## config.mk

```make
export PLATFORM = sky130hd
export DESIGN_NAME = ordered_list_engine_core
export DESIGN_NICKNAME = d
export VERILOG_FILES = /design/src/rtl/ole_pkg.sv /design/src/rtl/ole_store.sv /design/src/rtl/ole_free.sv /design/src/rtl/ordered_list_engine_core.sv
export SDC_FILE = /design/constraint.sdc
export NUM_CORES = 1
export LEC_CHECK = 0
export BUFFER_PORTS_ARGS = -buffer_cell sky130_fd_sc_hd__buf_4
export CAP_MARGIN = 20
export CORE_MARGIN = 2
export CORE_UTILIZATION = 35
export CTS_CLUSTER_SIZE = 24
export DETAILED_ROUTE_END_ITERATION = 12
export PLACE_DENSITY = 0.51
export SYNTH_ARGS = -nofsm -noshare
export SYNTH_HDL_FRONTEND = slang
export SYNTH_SLANG_ARGS = --single-unit
export TNS_END_PERCENT = 20
```

## constraint.sdc

```tcl
create_clock -name i_clk -period 9.2 [get_ports i_clk]
set_clock_uncertainty 0.1 [all_clocks]
set_input_delay 0.46 -clock i_clk [delete_from_list [all_inputs] [get_ports i_clk]]
set_output_delay 0.46 -clock i_clk [all_outputs]
set_load 0.1 [all_outputs]
```

## src/rtl/ole_pkg.sv

```systemverilog
// ole_pkg: shared types and constants of the ordered list engine
// holds item codes, status codes, sequencer states and field widths
// no dependencies
package ole_pkg;

    localparam int DEF_CAPACITY = 16;
    localparam int DATA_W       = 32;
    localparam int KIND_W       = 3;
    localparam int POS_W        = 16;
    localparam int STATUS_W     = 2;
    localparam int LEN_W        = 5;

    // operation codes of an input item
    typedef enum logic [KIND_W-1:0] {
        KIND_INS_FRONT = 3'd0,
        KIND_INS_END   = 3'd1,
        KIND_INS_POS   = 3'd2,
        KIND_DEL_FRONT = 3'd3,
        KIND_DEL_END   = 3'd4,
        KIND_DEL_POS   = 3'd5,
        KIND_DUMP      = 3'd6
    } t_kind;

    typedef enum logic [STATUS_W-1:0] {
        STAT_OK        = 2'd0,
        STAT_UNDERFLOW = 2'd1,
        STAT_BADPOS    = 2'd2,
        STAT_FULL      = 2'd3
    } t_status;

    // what to do once the link walk reaches its target
    typedef enum logic [1:0] {
        WOP_INSERT,
        WOP_DEL_FRONT,
        WOP_DEL_AFTER
    } t_walk_op;

    typedef enum logic [2:0] {
        ST_IDLE,
        ST_WALK,
        ST_INS2,
        ST_DEL2,
        ST_DUMP,
        ST_RESP
    } t_state;

endpackage

```

## src/rtl/ole_store.sv

```systemverilog
// ole_store: entry memory of the list, value plus next-slot link per slot
// one write port and one read port, read data registered
// depends on ole_pkg
module ole_store #(
    parameter int CAPACITY = ole_pkg::DEF_CAPACITY
) (
    input  logic                               i_clk,
    input  logic                               i_we,
    input  logic [$clog2(CAPACITY)-1:0]        i_waddr,
    input  logic signed [ole_pkg::DATA_W-1:0]  i_wval,
    input  logic [$clog2(CAPACITY)-1:0]        i_wlink,
    input  logic [$clog2(CAPACITY)-1:0]        i_raddr,
    output logic signed [ole_pkg::DATA_W-1:0]  o_rval,
    output logic [$clog2(CAPACITY)-1:0]        o_rlink
);
    import ole_pkg::*;

    localparam int IW = $clog2(CAPACITY);

    logic signed [DATA_W-1:0] r_val  [CAPACITY];
    logic [IW-1:0]            r_link [CAPACITY];

    always_ff @(posedge i_clk) begin
        if (i_we) begin
            r_val[i_waddr]  <= i_wval;
            r_link[i_waddr] <= i_wlink;
        end
        o_rval  <= r_val[i_raddr];
        o_rlink <= r_link[i_raddr];
    end

endmodule

```

## src/rtl/ole_free.sv

```systemverilog
// ole_free: free-slot map of the entry memory with lowest-free-slot pick
// a taken slot is cleared, a released slot is set again
// depends on ole_pkg
module ole_free #(
    parameter int CAPACITY = ole_pkg::DEF_CAPACITY
) (
    input  logic                        i_clk,
    input  logic                        i_rst_n,
    input  logic                        i_take,
    input  logic                        i_give,
    input  logic [$clog2(CAPACITY)-1:0] i_give_slot,
    output logic [$clog2(CAPACITY)-1:0] o_pick
);
    import ole_pkg::*;

    localparam int IW = $clog2(CAPACITY);

    logic [CAPACITY-1:0] r_free;
    logic [CAPACITY-1:0] n_free;

    // lowest free slot
    always_comb begin
        o_pick = '0;
        for (int i = CAPACITY - 1; i >= 0; i--) begin
            if (r_free[i]) begin
                o_pick = IW'(i);
            end
        end
    end

    always_comb begin
        n_free = r_free;
        if (i_take) begin
            n_free[o_pick] = 1'b0;
        end
        if (i_give) begin
            n_free[i_give_slot] = 1'b1;
        end
    end

    always_ff @(posedge i_clk) begin
        if (!i_rst_n) begin
            r_free <= '1;
        end else begin
            r_free <= n_free;
        end
    end

endmodule

```

## src/rtl/ordered_list_engine_core.sv

```systemverilog
// ordered_list_engine_core: bounded ordered list held as a linked list in one memory
// sequencing: errors, front insert, empty dump need no link walk; positional
// insert/delete at 1-based index k walks the links from the head (one link read per cycle)
// throughput: one item at a time; a dump of n entries gives one result per cycle
// after the head read, as long as the output is not stalled
// reset: synchronous, empties the list and frees all slots; memory is not cleared
module ordered_list_engine_core #(
    parameter int CAPACITY = ole_pkg::DEF_CAPACITY
) (
    input  logic                               i_clk,
    input  logic                               i_rst_n,
    // input item channel
    input  logic                               i_valid,
    output logic                               o_ready,
    input  logic [ole_pkg::KIND_W-1:0]         i_kind,
    input  logic signed [ole_pkg::DATA_W-1:0]  i_value,
    input  logic [ole_pkg::POS_W-1:0]          i_position,
    // result item channel
    output logic                               o_valid,
    input  logic                               i_ready,
    output logic [ole_pkg::STATUS_W-1:0]       o_status,
    output logic signed [ole_pkg::DATA_W-1:0]  o_element,
    output logic                               o_element_valid,
    output logic                               o_last,
    output logic [ole_pkg::LEN_W-1:0]          o_length
);
    import ole_pkg::*;

    localparam int IW = $clog2(CAPACITY);
    localparam int CW = $clog2(CAPACITY + 1);
    localparam int PW = POS_W + 1;

    // sequencer state
    t_state                   r_state, n_state;
    t_walk_op                 r_wop, n_wop;
    t_status                  r_status, n_status;
    logic [IW-1:0]            r_cur, n_cur;      // slot whose data the memory returns
    logic [IW-1:0]            r_steps, n_steps;  // links still to follow
    logic [IW-1:0]            r_prev, n_prev;    // predecessor slot on delete
    logic [IW-1:0]            r_slot, n_slot;    // newly taken slot on insert
    logic [IW-1:0]            r_link, n_link;    // successor link for the new entry
    logic signed [DATA_W-1:0] r_value, n_value;
    logic signed [DATA_W-1:0] r_pval, n_pval;
    logic [IW-1:0]            r_head, n_head;
    logic [CW-1:0]            r_count, n_count;

    // output register
    logic                     r_out_valid, n_out_valid;
    t_status                  r_out_status, n_out_status;
    logic signed [DATA_W-1:0] r_out_el, n_out_el;
    logic                     r_out_ev, n_out_ev;
    logic                     r_out_last, n_out_last;
    logic [LEN_W-1:0]         r_out_len, n_out_len;

    // memory and free map hookup
    logic                     w_we;
    logic [IW-1:0]            w_waddr;
    logic signed [DATA_W-1:0] w_wval;
    logic [IW-1:0]            w_wlink;
    logic signed [DATA_W-1:0] w_rval;
    logic [IW-1:0]            w_rlink;
    logic                     w_take;
    logic                     w_give;
    logic [IW-1:0]            w_give_slot;
    logic [IW-1:0]            w_pick;

    // decode helpers
    logic                     w_accept;
    logic                     w_out_free;
    logic                     w_full;
    logic                     w_empty;
    logic                     w_pos_ins_ok;
    logic                     w_pos_del_ok;
    logic                     w_pos_one;
    logic [IW-1:0]            w_pos_m2;
    logic [IW-1:0]            w_cnt_m1;
    logic [IW-1:0]            w_cnt_m2;
    t_kind                    w_kind;

    ole_store #(.CAPACITY(CAPACITY)) u_store (
        .i_clk   (i_clk),
        .i_we    (w_we),
        .i_waddr (w_waddr),
        .i_wval  (w_wval),
        .i_wlink (w_wlink),
        .i_raddr (n_cur),
        .o_rval  (w_rval),
        .o_rlink (w_rlink)
    );

    ole_free #(.CAPACITY(CAPACITY)) u_free (
        .i_clk       (i_clk),
        .i_rst_n     (i_rst_n),
        .i_take      (w_take),
        .i_give      (w_give),
        .i_give_slot (w_give_slot),
        .o_pick      (w_pick)
    );

    assign o_ready    = (r_state == ST_IDLE);
    assign w_accept   = i_valid && o_ready;
    assign w_out_free = !r_out_valid || i_ready;
    assign w_kind     = t_kind'(i_kind);

    assign w_full       = (r_count == CW'(CAPACITY));
    assign w_empty      = (r_count == '0);
    assign w_pos_one    = (i_position == POS_W'(1));
    assign w_pos_ins_ok = (i_position != '0) && (PW'(i_position) <= PW'(r_count) + PW'(1));
    assign w_pos_del_ok = (i_position != '0) && (PW'(i_position) <= PW'(r_count));
    // walk lengths: the walk stops on the entry before the target index
    assign w_pos_m2     = IW'(i_position - POS_W'(2));
    assign w_cnt_m1     = IW'(r_count - CW'(1));
    assign w_cnt_m2     = IW'(r_count - CW'(2));

    always_comb begin
        n_state      = r_state;
        n_wop        = r_wop;
        n_status     = r_status;
        n_cur        = r_cur;
        n_steps      = r_steps;
        n_prev       = r_prev;
        n_slot       = r_slot;
        n_link       = r_link;
        n_value      = r_value;
        n_pval       = r_pval;
        n_head       = r_head;
        n_count      = r_count;
        n_out_valid  = r_out_valid && !i_ready;
        n_out_status = r_out_status;
        n_out_el     = r_out_el;
        n_out_ev     = r_out_ev;
        n_out_last   = r_out_last;
        n_out_len    = r_out_len;
        w_we         = 1'b0;
        w_waddr      = r_cur;
        w_wval       = r_value;
        w_wlink      = r_link;
        w_take       = 1'b0;
        w_give       = 1'b0;
        w_give_slot  = r_cur;

        unique case (r_state)
            ST_IDLE: begin
                if (w_accept) begin
                    // every walk starts by reading the head entry
                    n_cur    = r_head;
                    n_value  = i_value;
                    n_status = STAT_OK;
                    n_state  = ST_RESP;
                    case (w_kind)
                        KIND_INS_FRONT, KIND_INS_END, KIND_INS_POS: begin
                            if (w_kind == KIND_INS_POS && !w_pos_ins_ok) begin
                                n_status = STAT_BADPOS;
                            end else if (w_full) begin
                                n_status = STAT_FULL;
                            end else if (w_kind == KIND_INS_FRONT
                                         || (w_kind == KIND_INS_END && w_empty)
                                         || (w_kind == KIND_INS_POS && w_pos_one)) begin
                                // new front entry, no walk needed
                                w_we    = 1'b1;
                                w_waddr = w_pick;
                                w_wval  = i_value;
                                w_wlink = r_head;
                                w_take  = 1'b1;
                                n_head  = w_pick;
                                n_count = r_count + CW'(1);
                            end else begin
                                n_wop   = WOP_INSERT;
                                n_steps = (w_kind == KIND_INS_END) ? w_cnt_m1 : w_pos_m2;
                                n_state = ST_WALK;
                            end
                        end
                        KIND_DEL_FRONT, KIND_DEL_END: begin
                            if (w_empty) begin
                                n_status = STAT_UNDERFLOW;
                            end else if (w_kind == KIND_DEL_FRONT
                                         || r_count == CW'(1)) begin
                                n_wop   = WOP_DEL_FRONT;
                                n_steps = '0;
                                n_state = ST_WALK;
                            end else begin
                                n_wop   = WOP_DEL_AFTER;
                                n_steps = w_cnt_m2;
                                n_state = ST_WALK;
                            end
                        end
                        KIND_DEL_POS: begin
                            if (w_pos_one && w_empty) begin
                                n_status = STAT_UNDERFLOW;
                            end else if (!w_pos_del_ok) begin
                                n_status = STAT_BADPOS;
                            end else if (w_pos_one) begin
                                n_wop   = WOP_DEL_FRONT;
                                n_steps = '0;
                                n_state = ST_WALK;
                            end else begin
                                n_wop   = WOP_DEL_AFTER;
                                n_steps = w_pos_m2;
                                n_state = ST_WALK;
                            end
                        end
                        KIND_DUMP: begin
                            // empty list answers with a single empty marker
                            if (!w_empty) begin
                                n_steps = w_cnt_m1;
                                n_state = ST_DUMP;
                            end
                        end
                        default: begin
                            // unused code: no change, plain ok result
                        end
                    endcase
                end
            end

            ST_WALK: begin
                if (r_steps != '0) begin
                    n_cur   = w_rlink;
                    n_steps = r_steps - IW'(1);
                end else begin
                    unique case (r_wop)
                        WOP_INSERT: begin
                            // predecessor now points at the new slot
                            w_we    = 1'b1;
                            w_waddr = r_cur;
                            w_wval  = w_rval;
                            w_wlink = w_pick;
                            w_take  = 1'b1;
                            n_slot  = w_pick;
                            n_link  = w_rlink;
                            n_count = r_count + CW'(1);
                            n_state = ST_INS2;
                        end
                        WOP_DEL_FRONT: begin
                            w_give      = 1'b1;
                            w_give_slot = r_cur;
                            n_head      = w_rlink;
                            n_count     = r_count - CW'(1);
                            n_state     = ST_RESP;
                        end
                        WOP_DEL_AFTER: begin
                            // read the victim to learn its successor
                            n_prev  = r_cur;
                            n_pval  = w_rval;
                            n_cur   = w_rlink;
                            n_state = ST_DEL2;
                        end
                        default: begin
                            n_state = ST_RESP;
                        end
                    endcase
                end
            end

            ST_INS2: begin
                w_we    = 1'b1;
                w_waddr = r_slot;
                w_wval  = r_value;
                w_wlink = r_link;
                n_state = ST_RESP;
            end

            ST_DEL2: begin
                // unlink the victim and release its slot
                w_we        = 1'b1;
                w_waddr     = r_prev;
                w_wval      = r_pval;
                w_wlink     = w_rlink;
                w_give      = 1'b1;
                w_give_slot = r_cur;
                n_count     = r_count - CW'(1);
                n_state     = ST_RESP;
            end

            ST_DUMP: begin
                // read address holds on r_cur while the output stalls
                if (w_out_free) begin
                    n_out_valid  = 1'b1;
                    n_out_status = STAT_OK;
                    n_out_el     = w_rval;
                    n_out_ev     = 1'b1;
                    n_out_last   = (r_steps == '0);
                    n_out_len    = LEN_W'(r_count);
                    if (r_steps != '0) begin
                        n_cur   = w_rlink;
                        n_steps = r_steps - IW'(1);
                    end else begin
                        n_state = ST_IDLE;
                    end
                end
            end

            ST_RESP: begin
                if (w_out_free) begin
                    n_out_valid  = 1'b1;
                    n_out_status = r_status;
                    n_out_el     = '0;
                    n_out_ev     = 1'b0;
                    n_out_last   = 1'b1;
                    n_out_len    = LEN_W'(r_count);
                    n_state      = ST_IDLE;
                end
            end

            default: begin
                n_state = ST_IDLE;
            end
        endcase
    end

    always_ff @(posedge i_clk) begin
        if (!i_rst_n) begin
            r_state     <= ST_IDLE;
            r_head      <= '0;
            r_count     <= '0;
            r_out_valid <= 1'b0;
        end else begin
            r_state     <= n_state;
            r_head      <= n_head;
            r_count     <= n_count;
            r_out_valid <= n_out_valid;
        end
    end

    // working and payload registers need no reset
    always_ff @(posedge i_clk) begin
        r_wop        <= n_wop;
        r_status     <= n_status;
        r_cur        <= n_cur;
        r_steps      <= n_steps;
        r_prev       <= n_prev;
        r_slot       <= n_slot;
        r_link       <= n_link;
        r_value      <= n_value;
        r_pval       <= n_pval;
        r_out_status <= n_out_status;
        r_out_el     <= n_out_el;
        r_out_ev     <= n_out_ev;
        r_out_last   <= n_out_last;
        r_out_len    <= n_out_len;
    end

    assign o_valid         = r_out_valid;
    assign o_status        = r_out_status;
    assign o_element       = r_out_el;
    assign o_element_valid = r_out_ev;
    assign o_last          = r_out_last;
    assign o_length        = r_out_len;

`ifndef SYNTH
    // a walk only ever runs over a non-empty list
    a_walk_nonempty: assert property (@(posedge i_clk) disable iff (!i_rst_n)
        (r_state == ST_WALK) |-> (r_count != '0))
        else $error("link walk on an empty list");

    // a full report only comes with a full list
    a_full_count: assert property (@(posedge i_clk) disable iff (!i_rst_n)
        (r_state == ST_RESP && r_status == STAT_FULL) |-> (r_count == CW'(CAPACITY)))
        else $error("full status with free slots");

    // the final dump item returns the sequencer to idle
    a_dump_end: assert property (@(posedge i_clk) disable iff (!i_rst_n)
        (r_state == ST_DUMP && w_out_free && r_steps == '0)
        |=> (r_state == ST_IDLE && o_valid && o_last))
        else $error("dump did not close with a last item");
`endif

endmodule
```

After elaboration in Yosys (flattened, before gate mapping)
Memories as Yosys holds them, arrays and structs flattened. A register that Yosys moved wholly into a read port is not among the register bits.
Cells that the tools add are included.
- register bits: 158
- bits in writable memories: 576
- input bits: 55
- output and inout port bits: 43
- logic and storage cells: 259
- memories kept: 2
- add/sub/neg operators: 6
- $lt $le $gt $ge: 6
- eq/ne operators: 41
- mux-type cells: 138
- bitwise gates (word level): 4
- reductions and logical operators: 43
- memories (memory ; depth ; width ; read ports ; clocked after Yosys merged registers in ; write ports ; line ; source):
    u_store.r_val ; 16 ; 32 ; 1 ; 1 ; 1 ; ole_store.sv:20 ; logic signed [DATA_W-1:0] r_val [CAPACITY];
    u_store.r_link ; 16 ; 4 ; 1 ; 1 ; 1 ; ole_store.sv:21 ; logic [IW-1:0] r_link [CAPACITY];
- operator list (operator ; number):
    $mux 32 ; 9
    $mux 4 ; 53
    $pmux 32 s3 ; 1
    $pmux 32 s2 ; 1
    $pmux 4 s3 ; 4
    $mux 3 ; 11
    $mux 16 ; 2
    $mux 5 ; 6
    $mux 2 ; 14
    $ne 2x2->1 const B ; 12
    $ne 3x3->1 const B ; 7
    $mux 1 ; 20
    $and 16x16->16 ; 1
    $eq 16x1->1 const B ; 1
    $le 16x5->1 ; 1
    $le 16x6->1 ; 1
    $not 16->16 ; 1
    $or 16x16->16 ; 1
    $pmux 4 s4 ; 1
    $reduce_and 8->1 ; 2
    $reduce_bool 16->1 ; 1
    $eq 3x3->1 const B ; 5
    $pmux 3 s5 ; 1
    $pmux 5 s3 ; 1
    43 further kinds ; 81

Longest topological paths before layout
Gate-level depths: netlist (run 1).
- word-level depth: 25
- gate-level depth with buffers: 13
- depth with buffers taken out: 11

Cells and area by module
A second synthesis (run 1) with hierarchy kept.
- cell total of the unflattened synthesis: 1799
- area, all modules: 31222.4 sq um
- by module, submodules not included (module ; instances ; cells each ; area each (sq um)):
    ole_store ; 1 ; 938 ; 22318.9
    ordered_list_engine_core ; 1 ; 756 ; 8036.5
    ole_free ; 1 ; 105 ; 867.1

Worst setup path before layout (run 1)
No wires, ideal clock.
- path type: reg2reg
- start point: reg r_state[2]
- end point: mem u_store.r_link[0][0] (netlist name) (enable)
- library setup time: 520 ps
- data arrival time: 6328 ps
- required time: 8580 ps
- slack: 2252 ps
- cell stages (with the launch flop): 12
- cell sequence: dfxtp_1 buf_2 or3_1 clkbuf_1 inv_2 nand2_1 clkinv_1 nand2_2 nor4_4 nor2_1 a311o_1 nor4_1
- cells in the longest elaborated chain, start to end: 6
- RTL lines (what ; line ; source):
    from (decl) ; ordered_list_engine_core.sv:34 ; t_state r_state, n_state;
    from (signal assigned) ; ordered_list_engine_core.sv:318 ; r_state <= n_state;
    $logic_not 3->1 ; ordered_list_engine_core.sv:100, ordered_list_engine_core.sv:142 ;
    $logic_and 1x1->1 ; ordered_list_engine_core.sv:101 ; assign w_accept = i_valid && o_ready;
    $mux 1 ; ordered_list_engine_core.sv:144 ; if (w_accept) begin
    $pmux 1 s3 ; ordered_list_engine_core.sv:142 ; unique case (r_state)
    $mux 1 ; ole_store.sv:24 ; if (i_we) begin
    $mux 1 (not written as such) ; ole_store.sv:26 ; r_link[i_waddr] <= i_wlink;
    to (decl) ; ole_store.sv:21 ;
Several ways; a longest one is shown, not always the timed one.

Worst setup path in the final report (run 1)
- start point: reg r_state[0]
- end point: mem u_store.r_val[1][20] (enable)
- cells in the longest elaborated chain, start to end: 6
- RTL lines (what ; line ; source):
    $logic_not 3->1 ; ordered_list_engine_core.sv:100, ordered_list_engine_core.sv:142 ;
    $logic_and 1x1->1 ; ordered_list_engine_core.sv:101 ;
    $mux 1 ; ordered_list_engine_core.sv:144 ;
    $pmux 1 s3 ; ordered_list_engine_core.sv:142 ;
    $mux 1 ; ole_store.sv:24 ;
    $mux 1 (not written as such) ; ole_store.sv:25 ; r_val[i_waddr] <= i_wval;
    to (decl) ; ole_store.sv:20 ;
Several ways; a longest one is shown, not always the timed one.

==> results.json, run 1 <==
{
  "synth_flop_cell": "edfxtp_1",
  "critPathLaunchType": "register",
  "grt_start_max_net_pins": 171,
  "hp-start": "i_ready",
  "fin_setup_tns_ns": 0,
  "cts_tree": "built",
  "h-tree-depth": 3,
  "drive_gt1_share_pct": 14.28,
  "clock_path_buffers": 3,
  "synth_cells": 2232,
  "first_global_vias": 19508,
  "drt-initial-drc-count": 1705,
  "crit_path_frequent_cell": "buf_4",
  "p_per_area_nw_per_um2": 353.0,
  "tightest_slew_ns": 1.169,
  "fillers": 8146,
  "multiInputGateArea_um2": 8668,
  "synth_edf_count": 701,
  "antenna_found_initial": 3,
  "rsz0062_at_grt": "false",
  "post-route-cell-area_um2": 37040,
  "syn_area_per_cell_um2": 14.20,
  "synthDistinctLibCells": 78,
  "wl_per_cell_um": 24.35,
  "synth_seq_cells": 770,
  "hold_depth": 4,
  "maxCapViolations": 0,
  "wirelength_um": 88340,
  "slew_headroom_pct": 22.05,
  "fmax_mhz": 159.2,
  "portBuffers": 97,
  "clock_sinks": 770,
  "cp.arrival_ns": 6.43,
  "gp_congestion": 0.8079,
  "hold_path_class": "in -> reg",
  "hold_viol_final": 0,
  "worstSetupPathType": "reg -> reg",
  "start_util_pct": 35.26,
  "ir_worst_vdd_mv": 0.3998,
  "period_needed_ns": 6.281,
  "period_share_pct": 68.27,
  "grtUsageTotal_pct": 18.59,
  "reg2reg_from": "r_state[0]$_SDFFE_PN0P_",
  "area_growth_pct": 16.87,
  "clkLatencyLatePin_ns": 0.63,
  "fin_nets": 2456,
  "clkSlewWorstSetupHoldPaths_ns": 0.06,
  "static-leakage-power_nw": 12.87,
  "max_stage_delay_ns": 0.67,
  "grt_pass1_wl_um": 129300,
  "slew_viol_final": 0,
  "status": "finished, final reports clean",
  "core_um2": 89870,
  "boundaryPins": 98,
  "cp-startpoint": "r_state[0]$_SDFFE_PN0P_",
  "place_area_um2": 33830,
  "grt_overflow": 0,
  "rr_worst_depth": 13,
  "path_cells": "or3_1 -> inv_2 -> buf_4 -> nand2_1 -> inv_2 -> buf_4 -> nand2_2 -> nor4_4 -> nor2_4 -> buf_4 -> a311o_1 -> nor4_2 -> buf_4",
  "drc": 0,
  "critPathSlowestCell": "buf_4",
  "die-width_um": 304.9,
  "detail_route.first_pass.iterations": 5,
  "critPathMaxFanout": 42,
  "yosysSeqAreaShare_pct": 70.78,
  "setup_viol": 0,
  "yosysWarnings": 0,
  "numCtsBuffers": 84,
  "post_cts_buffers": 0,
  "routed_via_density": 5.475,
  "cp.required_ns": 9.35,
  "mappedNetlistArea_um2": 31690,
  "num_rows": 110,
  "async_flop_share_pct": 0,
  "vias": 19864,
  "dieArea_um2": 92970,
  "die_h_um": 304.9,
  "cts-root-buf": "clkbuf_16",
  "syn_nets": 2306,
  "dpl.hpwl_um": 47640,
  "end_kind": "register",
  "regArea_um2": 22430,
  "ant_nets": 0
}
==> routing by layer <==
metal	routed length, um	track usage [%]	vias to the layer above
met5	0	0	-
met4	2461	5.906	0
met3	4953	2.635	143
met2	42040	30.70	660
met1	38880	25.30	10063
li1	-	-	8998
==> cells in the final DEF, fill, tap and decap left out, types with 26 or more instances in the layout <==
cell type        n
mux2i_1        154
and2_1          34
inv_1           26
dlygate4sd3_1   32
a21oi_1         90
nand2_1        394
a32oi_1        144
o21ai_0         57
buf_4          168
edfxtp_1       701
dfxtp_1         69
clkbuf_16       85
and4_1          39
a2bb2oi_1       35
a211oi_1        38
nor2_1          40
==> flip-flops by register name, summed over array words and instances (netlist names), 4 cells and up <==
| signal | count |
|---|---|
| r_count | 5 |
| r_pval | 32 |
| r_steps | 4 |
| o_length | 5 |
| u_free.r_free | 16 |
| u_store.o_rval | 32 |
| r_cur | 4 |
| r_slot | 4 |
| u_store.o_rlink | 4 |
| o_element | 32 |
| u_store.r_link | 64 |
| r_value | 32 |
| u_store.r_val | 512 |
| r_prev | 4 |
| r_head | 4 |
| r_link | 4 |
==> stage by stage <==
step                      total power, mW  worst slack, ns  util (%)  hold slack (ns)  cells
after global placement              9.618            3.166     37.63           0.3418   3418
after CTS                           13.09            2.964     41.04          0.03771   3607
final                               13.07            2.919     41.21          0.07340   3628
after global routing                13.69            2.675     41.21          0.06974   3627
after detailed placement            9.745            2.989     37.64           0.3374   3420
after floorplan                     8.222            2.252         -           0.3029   2232
==> cell usage after synthesis, types with 7 or more instances <==
library cell	count	area [um^2]
o21a_1	7	52.55
nand3_1	11	55.05
o211ai_1	13	97.59
a211oi_1	38	285.3
nand2_1	395	1483
o221ai_1	8	70.07
a2bb2oi_1	35	306.5
a21oi_1	90	450.4
nor2_1	42	157.7
nor2b_1	13	81.33
nor3_1	18	90.09
nor3_4	7	113.9
o21ai_0	57	285.3
and3_1	11	68.82
xnor2_1	8	70.07
dfxtp_1	69	1381
and2_1	36	225.2
buf_2	43	215.2
edfxtp_1	701	21050
buf_1	13	48.80
a32oi_1	144	1261
o31ai_1	11	82.58
nor4_1	26	162.7
nand2b_1	16	100.1
and4_1	39	341.6
clkbuf_1	75	281.5
ha_1	19	237.7
mux2i_1	154	1541
inv_1	26	97.59
==> worst max-delay path, delay by kind of cell, from the launching register on <==
kind / cells / cell delay [ns]
buffers and inverters: 6 / 2.40
AND/OR/NAND/NOR: 6 / 2.10
flip-flops: 1 / 0.61
AO/OA/AOI/OAI: 1 / 0.60
==> power by group <==
group	switching [mW]	internal, mW
Sequential	0.213	4.87
Clock	1.37	1.95
Combinational	3.23	1.44
Total	4.82	8.26
==> worst paths after layout <==
check                                        end  slack, ns
hold / removal                o_valid$_SDFF_PN0_       0.07
setup / recovery  u_store.r_val[1][20]$_DFFE_PP_       2.92
hold reg to reg              r_pval[0]$_DFFE_PP_       0.35
setup reg to reg  u_store.r_val[1][20]$_DFFE_PP_       2.92
==> kinds of logic after synthesis <==
kind of cell | count (synthesis) | share of synthesized area (%)
and+or+nand+nor | 639 | 9.740
buffers and inverters | 169 | 2.337
DFF | 770 | 70.78
xor gates and xnor gates | 11 | 0.3040
AOI/OAI and AO/OA | 468 | 11.15
muxes | 156 | 4.935
adders and majority gates | 19 | 0.7502
==> layout make-up <==
cell class	instances	area share [%]
multi-input cells	1293	23.40
well taps	1176	3.973
diodes	1	0.006756
inverters	32	0.3513
clock inverters	43	1.199
repair buffers	201	4.324
clock buffers	112	6.179
flip-flops and latches	770	60.56
==> timing repair <==
action,4_1_cts,5_1_grt
hold endpoints to repair,32,0
gates resized for setup,0,0
hold buffers,32,0
Power figures use the tool's default switching activity.
==> run 2: changes to the inputs <==
--- a/config.mk
+++ b/config.mk
@@ -5,6 +5,7 @@
 export SDC_FILE = /design/constraint.sdc
 export NUM_CORES = 1
 export LEC_CHECK = 0
+export ABC_AREA = 1
 export BUFFER_PORTS_ARGS = -buffer_cell sky130_fd_sc_hd__buf_4
 export CAP_MARGIN = 20
 export CORE_MARGIN = 2
==> constraint.sdc (replaced) <==
create_clock -name i_clk -period 5.95 [get_ports i_clk]
set_clock_uncertainty 0.1 [all_clocks]
set_input_delay 0.2975 -clock i_clk [delete_from_list [all_inputs] [get_ports i_clk]]
set_output_delay 0.2975 -clock i_clk [all_outputs]
set_load 0.1 [all_outputs]
==> results.json, run 2 <==
{
  "status": "finished, final reports clean",
  "synthDistinctLibCells": 49,
  "grt_overflow": 0,
  "critPathLaunchType": "register",
  "grt_start_max_net_pins": 159,
  "p_per_area_nw_per_um2": 617.8,
  "synth_seq_cells": 770,
  "cp.required_ns": 6.09,
  "cts-root-buf": "clkbuf_16",
  "rsz0062_at_grt": "false",
  "numCtsBuffers": 83,
  "grt_pass1_wl_um": 140100,
  "yosys.area.top_type_share_pct": 64.97,
  "tightest_slew_ns": 1.099,
  "die_h_um": 308.3,
  "largest_reg_flops": 512,
  "synth_flop_cell": "edfxtp_1",
  "syn_nets": 2853,
  "hold_viol_final": 0,
  "core_um2": 91660,
  "worstSetupPathType": "reg -> reg",
  "wirelength_um": 93650,
  "ant_nets": 0,
  "start_util_pct": 35.35,
  "cp.arrival_ns": 4.92,
  "async_flop_share_pct": 0,
  "grt-busiest-layer": "met2",
  "vias": 22264,
  "mappedNetlistArea_um2": 32400,
  "grtUsageTotal_pct": 19.60,
  "regMostFlops": "u_store.r_val",
  "critPathMaxFanout": 37,
  "fin_setup_tns_ns": 0,
  "final_cells": 4130,
  "top_regs": "u_store.r_val x512, u_store.r_link x64",
  "clkSlewWorstSetupHoldPaths_ns": 0.06,
  "clock_sinks": 770,
  "syn_area_per_cell_um2": 11.66,
  "hold_path_class": "in -> reg",
  "antennaDiodeCount": 0,
  "period_share_pct": 80.40,
  "drt-initial-drc-count": 2294,
  "fin_nets": 2947,
  "met2_usage_pct": 31.70,
  "yosys.area.top_type": "edfxtp_1",
  "slew_viol_final": 0,
  "drc": 0,
  "synth_area_leaders": "edfxtp_1 65%, a21oi_1 6.0%, dfxtp_1 4.3%",
  "fmax_mhz": 209.0,
  "wl_per_cell_um": 22.67,
  "post_cts_buffers": 0,
  "synthTopCellsByCount": "701 x edfxtp_1, 386 x a21oi_1, 297 x inv_1, 268 x o21ai_0, 267 x nand2_1",
  "synth_cells": 2779,
  "maxCapViolations": 0,
  "yosysWarnings": 0,
  "post-place-cells": 3940,
  "post-route-util_pct": 41.08,
  "drive_gt1_share_pct": 10.94,
  "use_met1_pct": 27.39,
  "detail_route.first_pass.iterations": 6,
  "yosysSeqAreaShare_pct": 69.23,
  "antenna_found_initial": 1,
  "area_growth_pct": 16.20,
  "setup_viol": 0,
  "dieArea_um2": 95020,
  "portBuffers": 97,
  "routed_via_density": 5.391,
  "dpl.hpwl_um": 51700,
  "ir_worst_vdd_mv": 0.5201,
  "static-leakage-power_nw": 13.33,
  "cts_tree": "built",
  "die-width_um": 308.3,
  "layout_commonest_cell": "edfxtp_1",
  "clock_path_buffers": 3,
  "layout_common_cells": "701 x edfxtp_1, 386 x a21oi_1, 297 x inv_1, 268 x o21ai_0, 266 x nand2_1",
  "period_needed_ns": 4.784,
  "first_global_vias": 21660,
  "slew_headroom_pct": 26.66,
  "gr-usage-met3_pct": 2.646,
  "cts_resized": 0,
  "synth_edf_count": 701,
  "end_kind": "register",
  "h-tree-depth": 3,
  "yosysMostFrequentCell": "edfxtp_1",
  "num_rows": 111,
  "clkLatencyLatePin_ns": 0.65,
  "gp_congestion": 0.8726,
  "boundaryPins": 98,
  "total_power_mw": 23.26
}
[run 2: cell count changes after synthesis, sizes merged, moves of 40 or more]
cell    change
mux2i     -154
inv       +275
a21oi     +297
a32oi     -144
o211ai    +137
nor2       +40
nand3      +97
o21ai     +351
nand2     -123
[run 2: worst max-delay path, stage by stage, from the launching register on]
cell and delay [ns]:
dfxtp_1 0.56, inv_1 0.18, ha_1 0.36, inv_1 0.12, ha_1 0.26, a21oi_1 0.16, o21ai_0 0.09, nand2_1 0.06
nand2_1 0.04, nand2_1 0.07, nand2_1 0.09, nand2_1 0.19, nand3_2 0.14, buf_4 0.28, a21oi_1 0.15, o21ai_0 0.12
nand3b_1 0.15, nand3_1 0.33, nor2_4 0.20, buf_4 0.68
[run 2: layout make-up]
class	instances	area (um^2)
Clock buffer	115	2361
Tap cell	1186	1484
Inverter	306	1149
Fill cell	8558	54010
Sequential cell	770	22430
Timing Repair Buffer	179	1567
Clock inverter	41	454.2
Multi-Input combinational cell	1533	8205
[run 2: final timing paths]
check                                    end  slack (ns)  cells past startpoint                  startpoint
max          u_store.r_val[14][22]$_DFFE_PP_        1.17                     19     r_count[0]$_SDFFE_PN0P_
min reg2reg             r_pval[12]$_DFFE_PP_        0.36                      0  u_store.o_rval[12]$_DFF_P_
max reg2reg  u_store.r_val[14][22]$_DFFE_PP_        1.17                     19     r_count[0]$_SDFFE_PN0P_
min                     r_steps[1]$_DFFE_PP_        0.16                      4               i_position[1]
[run 2: kinds of logic after synthesis]
family	synth area share (%)
AOI/OAI and AO/OA	16.59
xor gates and xnor gates	0.2163
adders and majority gates	0.7337
buffers and inverters	5.966
DFF	69.23
and+or+nand+nor	7.264
[run 2: report_power, final]
part           switching (mW)  internal (mW)  total (mW)
combinational            7.43           2.47        9.90
sequential              0.353           7.70        8.06
clock                    2.17           3.14        5.30
[run 2: metal layers]
| layer | vias up | part of all wire (%) |
|---|---|---|
| li1 | 10332 | - |
| met1 | 10997 | 44 |
| met2 | 798 | 47 |
| met3 | 137 | 6.2 |
| met4 | 0 | 2.4 |
| met5 | - | 0 |
[run 2: through the flow]
stage	setup slack (ns)	hold WS [ns]	instance area, um^2
after global placement	1.131	0.3414	34500
after detailed placement	1.191	0.3516	34500
final	1.166	0.1557	37650
after CTS	1.150	0.1164	37650
after global routing	0.8878	0.1580	37650
after floorplan	1.398	0.2964	32400
[run 2: timing repair]
item                                    CTS  global route
hold buffers                             34             0
endpoints found under the setup margin    0             0
endpoints found under the hold margin    56             0
==> run 3: changes to the inputs <==
--- a/config.mk
+++ b/config.mk
@@ -12,7 +12,7 @@
 export CORE_UTILIZATION = 35
 export CTS_CLUSTER_SIZE = 24
 export DETAILED_ROUTE_END_ITERATION = 12
-export PLACE_DENSITY = 0.51
+export PLACE_DENSITY = 0.53
 export SYNTH_ARGS = -nofsm -noshare
 export SYNTH_HDL_FRONTEND = slang
 export SYNTH_SLANG_ARGS = --single-unit
==> constraint.sdc (replaced) <==
create_clock -name i_clk -period 4.1 [get_ports i_clk]
set_clock_uncertainty 0.1 [all_clocks]
set_input_delay 0.205 -clock i_clk [delete_from_list [all_inputs] [get_ports i_clk]]
set_output_delay 0.205 -clock i_clk [all_outputs]
set_load 0.1 [all_outputs]
==> results.json, run 3 (synthesis gave the netlist of run 2 again) <==
{
  "drc": 0,
  "regArea_um2": 22430,
  "grt_start_max_net_pins": 145,
  "h-tree-depth": 3,
  "hold_path_class": "in -> reg",
  "fillers": 8534,
  "cp.required_ns": 4.35,
  "setup_viol": 0,
  "clkLatencyLatePin_ns": 0.65,
  "rrSetupSlack_ns": 0.36,
  "dpl.hpwl_um": 55630,
  "worstSetupPathType": "reg -> reg",
  "antennaDiodeCount": 0,
  "core_um2": 91660,
  "grtUsageTotal_pct": 18.84,
  "place_area_um2": 35360,
  "layout_setup_ws_ns": 0.3623,
  "drive_gt1_share_pct": 12.68,
  "layout_commonest_cell": "edfxtp_1",
  "crit_end": "u_store.r_val[1][20]$_DFFE_PP_",
  "top_regs": "u_store.r_val x512, u_store.r_link x64",
  "detail_route.first_pass.iterations": 5,
  "rr_endpoint": "u_store.r_val[1][20]$_DFFE_PP_",
  "numCtsBuffers": 80,
  "post-place-cells": 4014,
  "ant_nets": 0,
  "wl_per_cell_um": 21.47,
  "cp.arrival_ns": 3.98,
  "die_h_um": 308.3,
  "wirelength_um": 90130,
  "grt_pass1_wl_um": 136600,
  "rr_worst_depth": 19,
  "maxCapViolations": 0,
  "gp_congestion": 0.8864,
  "clock_sinks": 770,
  "critPathLaunchType": "register",
  "critPathMaxFanout": 10,
  "portBuffers": 97,
  "end_kind": "register",
  "first_global_vias": 22129,
  "tightest_slew_ns": 0.8738,
  "clock_path_buffers": 3,
  "grt_overflow": 0,
  "area_growth_pct": 18.32,
  "multiInputGateArea_um2": 8218,
  "routed_via_density": 5.358,
  "die-width_um": 308.3,
  "rsz0062_at_grt": "false",
  "start_util_pct": 35.35,
  "dp_slack_ns": 0.2945,
  "hold_viol_final": 0,
  "static-leakage-power_nw": 13.66,
  "slew_headroom_pct": 41.74,
  "period_needed_ns": 3.738,
  "cts_tree": "built",
  "p_per_area_nw_per_um2": 898.9,
  "ir_worst_vdd_mv": 1.058,
  "antenna_found_initial": 2,
  "post-route-cell-area_um2": 38340,
  "layout_common_cells": "701 x edfxtp_1, 386 x a21oi_1, 297 x inv_1, 268 x o21ai_0, 265 x nand2_1",
  "period_share_pct": 91.16,
  "boundaryPins": 98,
  "vias": 22492,
  "cts-root-buf": "clkbuf_16",
  "fin_nets": 3018,
  "final_cells": 4198,
  "slew_viol_final": 0,
  "post-route-util_pct": 41.82,
  "cp-startpoint": "r_count[0]$_SDFFE_PN0P_",
  "fmax_mhz": 267.5,
  "post_cts_buffers": 0,
  "total_power_mw": 34.46,
  "fin_setup_tns_ns": 0,
  "clkSlewWorstSetupHoldPaths_ns": 0.06,
  "num_rows": 111,
  "dieArea_um2": 95020,
  "largest_reg_flops": 512,
  "status": "finished, final reports clean",
  "drt-initial-drc-count": 2185,
  "hold_slack_ns": 0.07662,
  "regMostFlops": "u_store.r_val",
  "reg2reg_from": "r_count[0]$_SDFFE_PN0P_"
}
## run 3: changes by cell type in the layout (fill, tap and decap cells not counted), sizes merged
cell / delta
buf: +74
clkinv: +2
clkbuf: -8
## run 3: metal layers
layer	part of all wire [%]	GRT usage [%]	wire, um
met1	45	26.59	40740
met2	47	30.54	42160
met3	5.9	2.247	5338
met4	2.1	5.479	1891
met5	0	0	0
## run 3: area by class of cell
cell class                      instances  share of cell area, %
Inverter                              306                  2.996
Sequential cell                       770                  58.51
Clock inverter                         43                  1.178
Multi-Input combinational cell       1533                  21.44
Timing Repair Buffer                  253                  6.361
Tap cell                             1186                  3.871
Clock buffer                          107                  5.643
## run 3: worst min-delay path by stage
| stage | from | endpoint | slack (ns) | cells past startpoint |
|---|---|---|---|---|
| floorplan | i_value[0] | r_value[0]$_DFFE_PP_ | 0.20 | 0 |
| global placement | i_value[12] | r_value[12]$_DFFE_PP_ | 0.30 | 1 |
| detailed placement | i_value[24] | r_value[24]$_DFFE_PP_ | 0.29 | 1 |
| CTS | i_position[1] | r_steps[1]$_DFFE_PP_ | 0.03 | 4 |
| global route | i_position[1] | r_steps[1]$_DFFE_PP_ | 0.09 | 4 |
| finish | i_position[1] | r_steps[1]$_DFFE_PP_ | 0.08 | 4 |
## run 3: timing repair
item / CTS / global route
hold buffers: 34 / 0
resized for setup: 0 / 4
setup endpoints to repair: 0 / 248
endpoints found under the hold margin: 56 / 0
## run 3: where the power goes
group / internal [mW] / switching (mW)
sequential: 11.1 / 0.479
clock: 4.23 / 3.06
combinational: 4.26 / 11.4
## run 3: worst max-delay path: stages, from the launching register on
cell and delay (ns):
dfxtp_1 0.51, inv_1 0.11, ha_1 0.33, inv_1 0.08
ha_1 0.29, a21oi_1 0.15, o21ai_0 0.08, nand2_1 0.07
nand2_1 0.05, nand2_1 0.06, nand2_1 0.08, nand2_1 0.14
nand3_4 0.15, o211ai_1 0.20, nand3_1 0.17, nor2_2 0.16
nand2_1 0.09, buf_4 0.18, nor2_4 0.21, buf_4 0.22
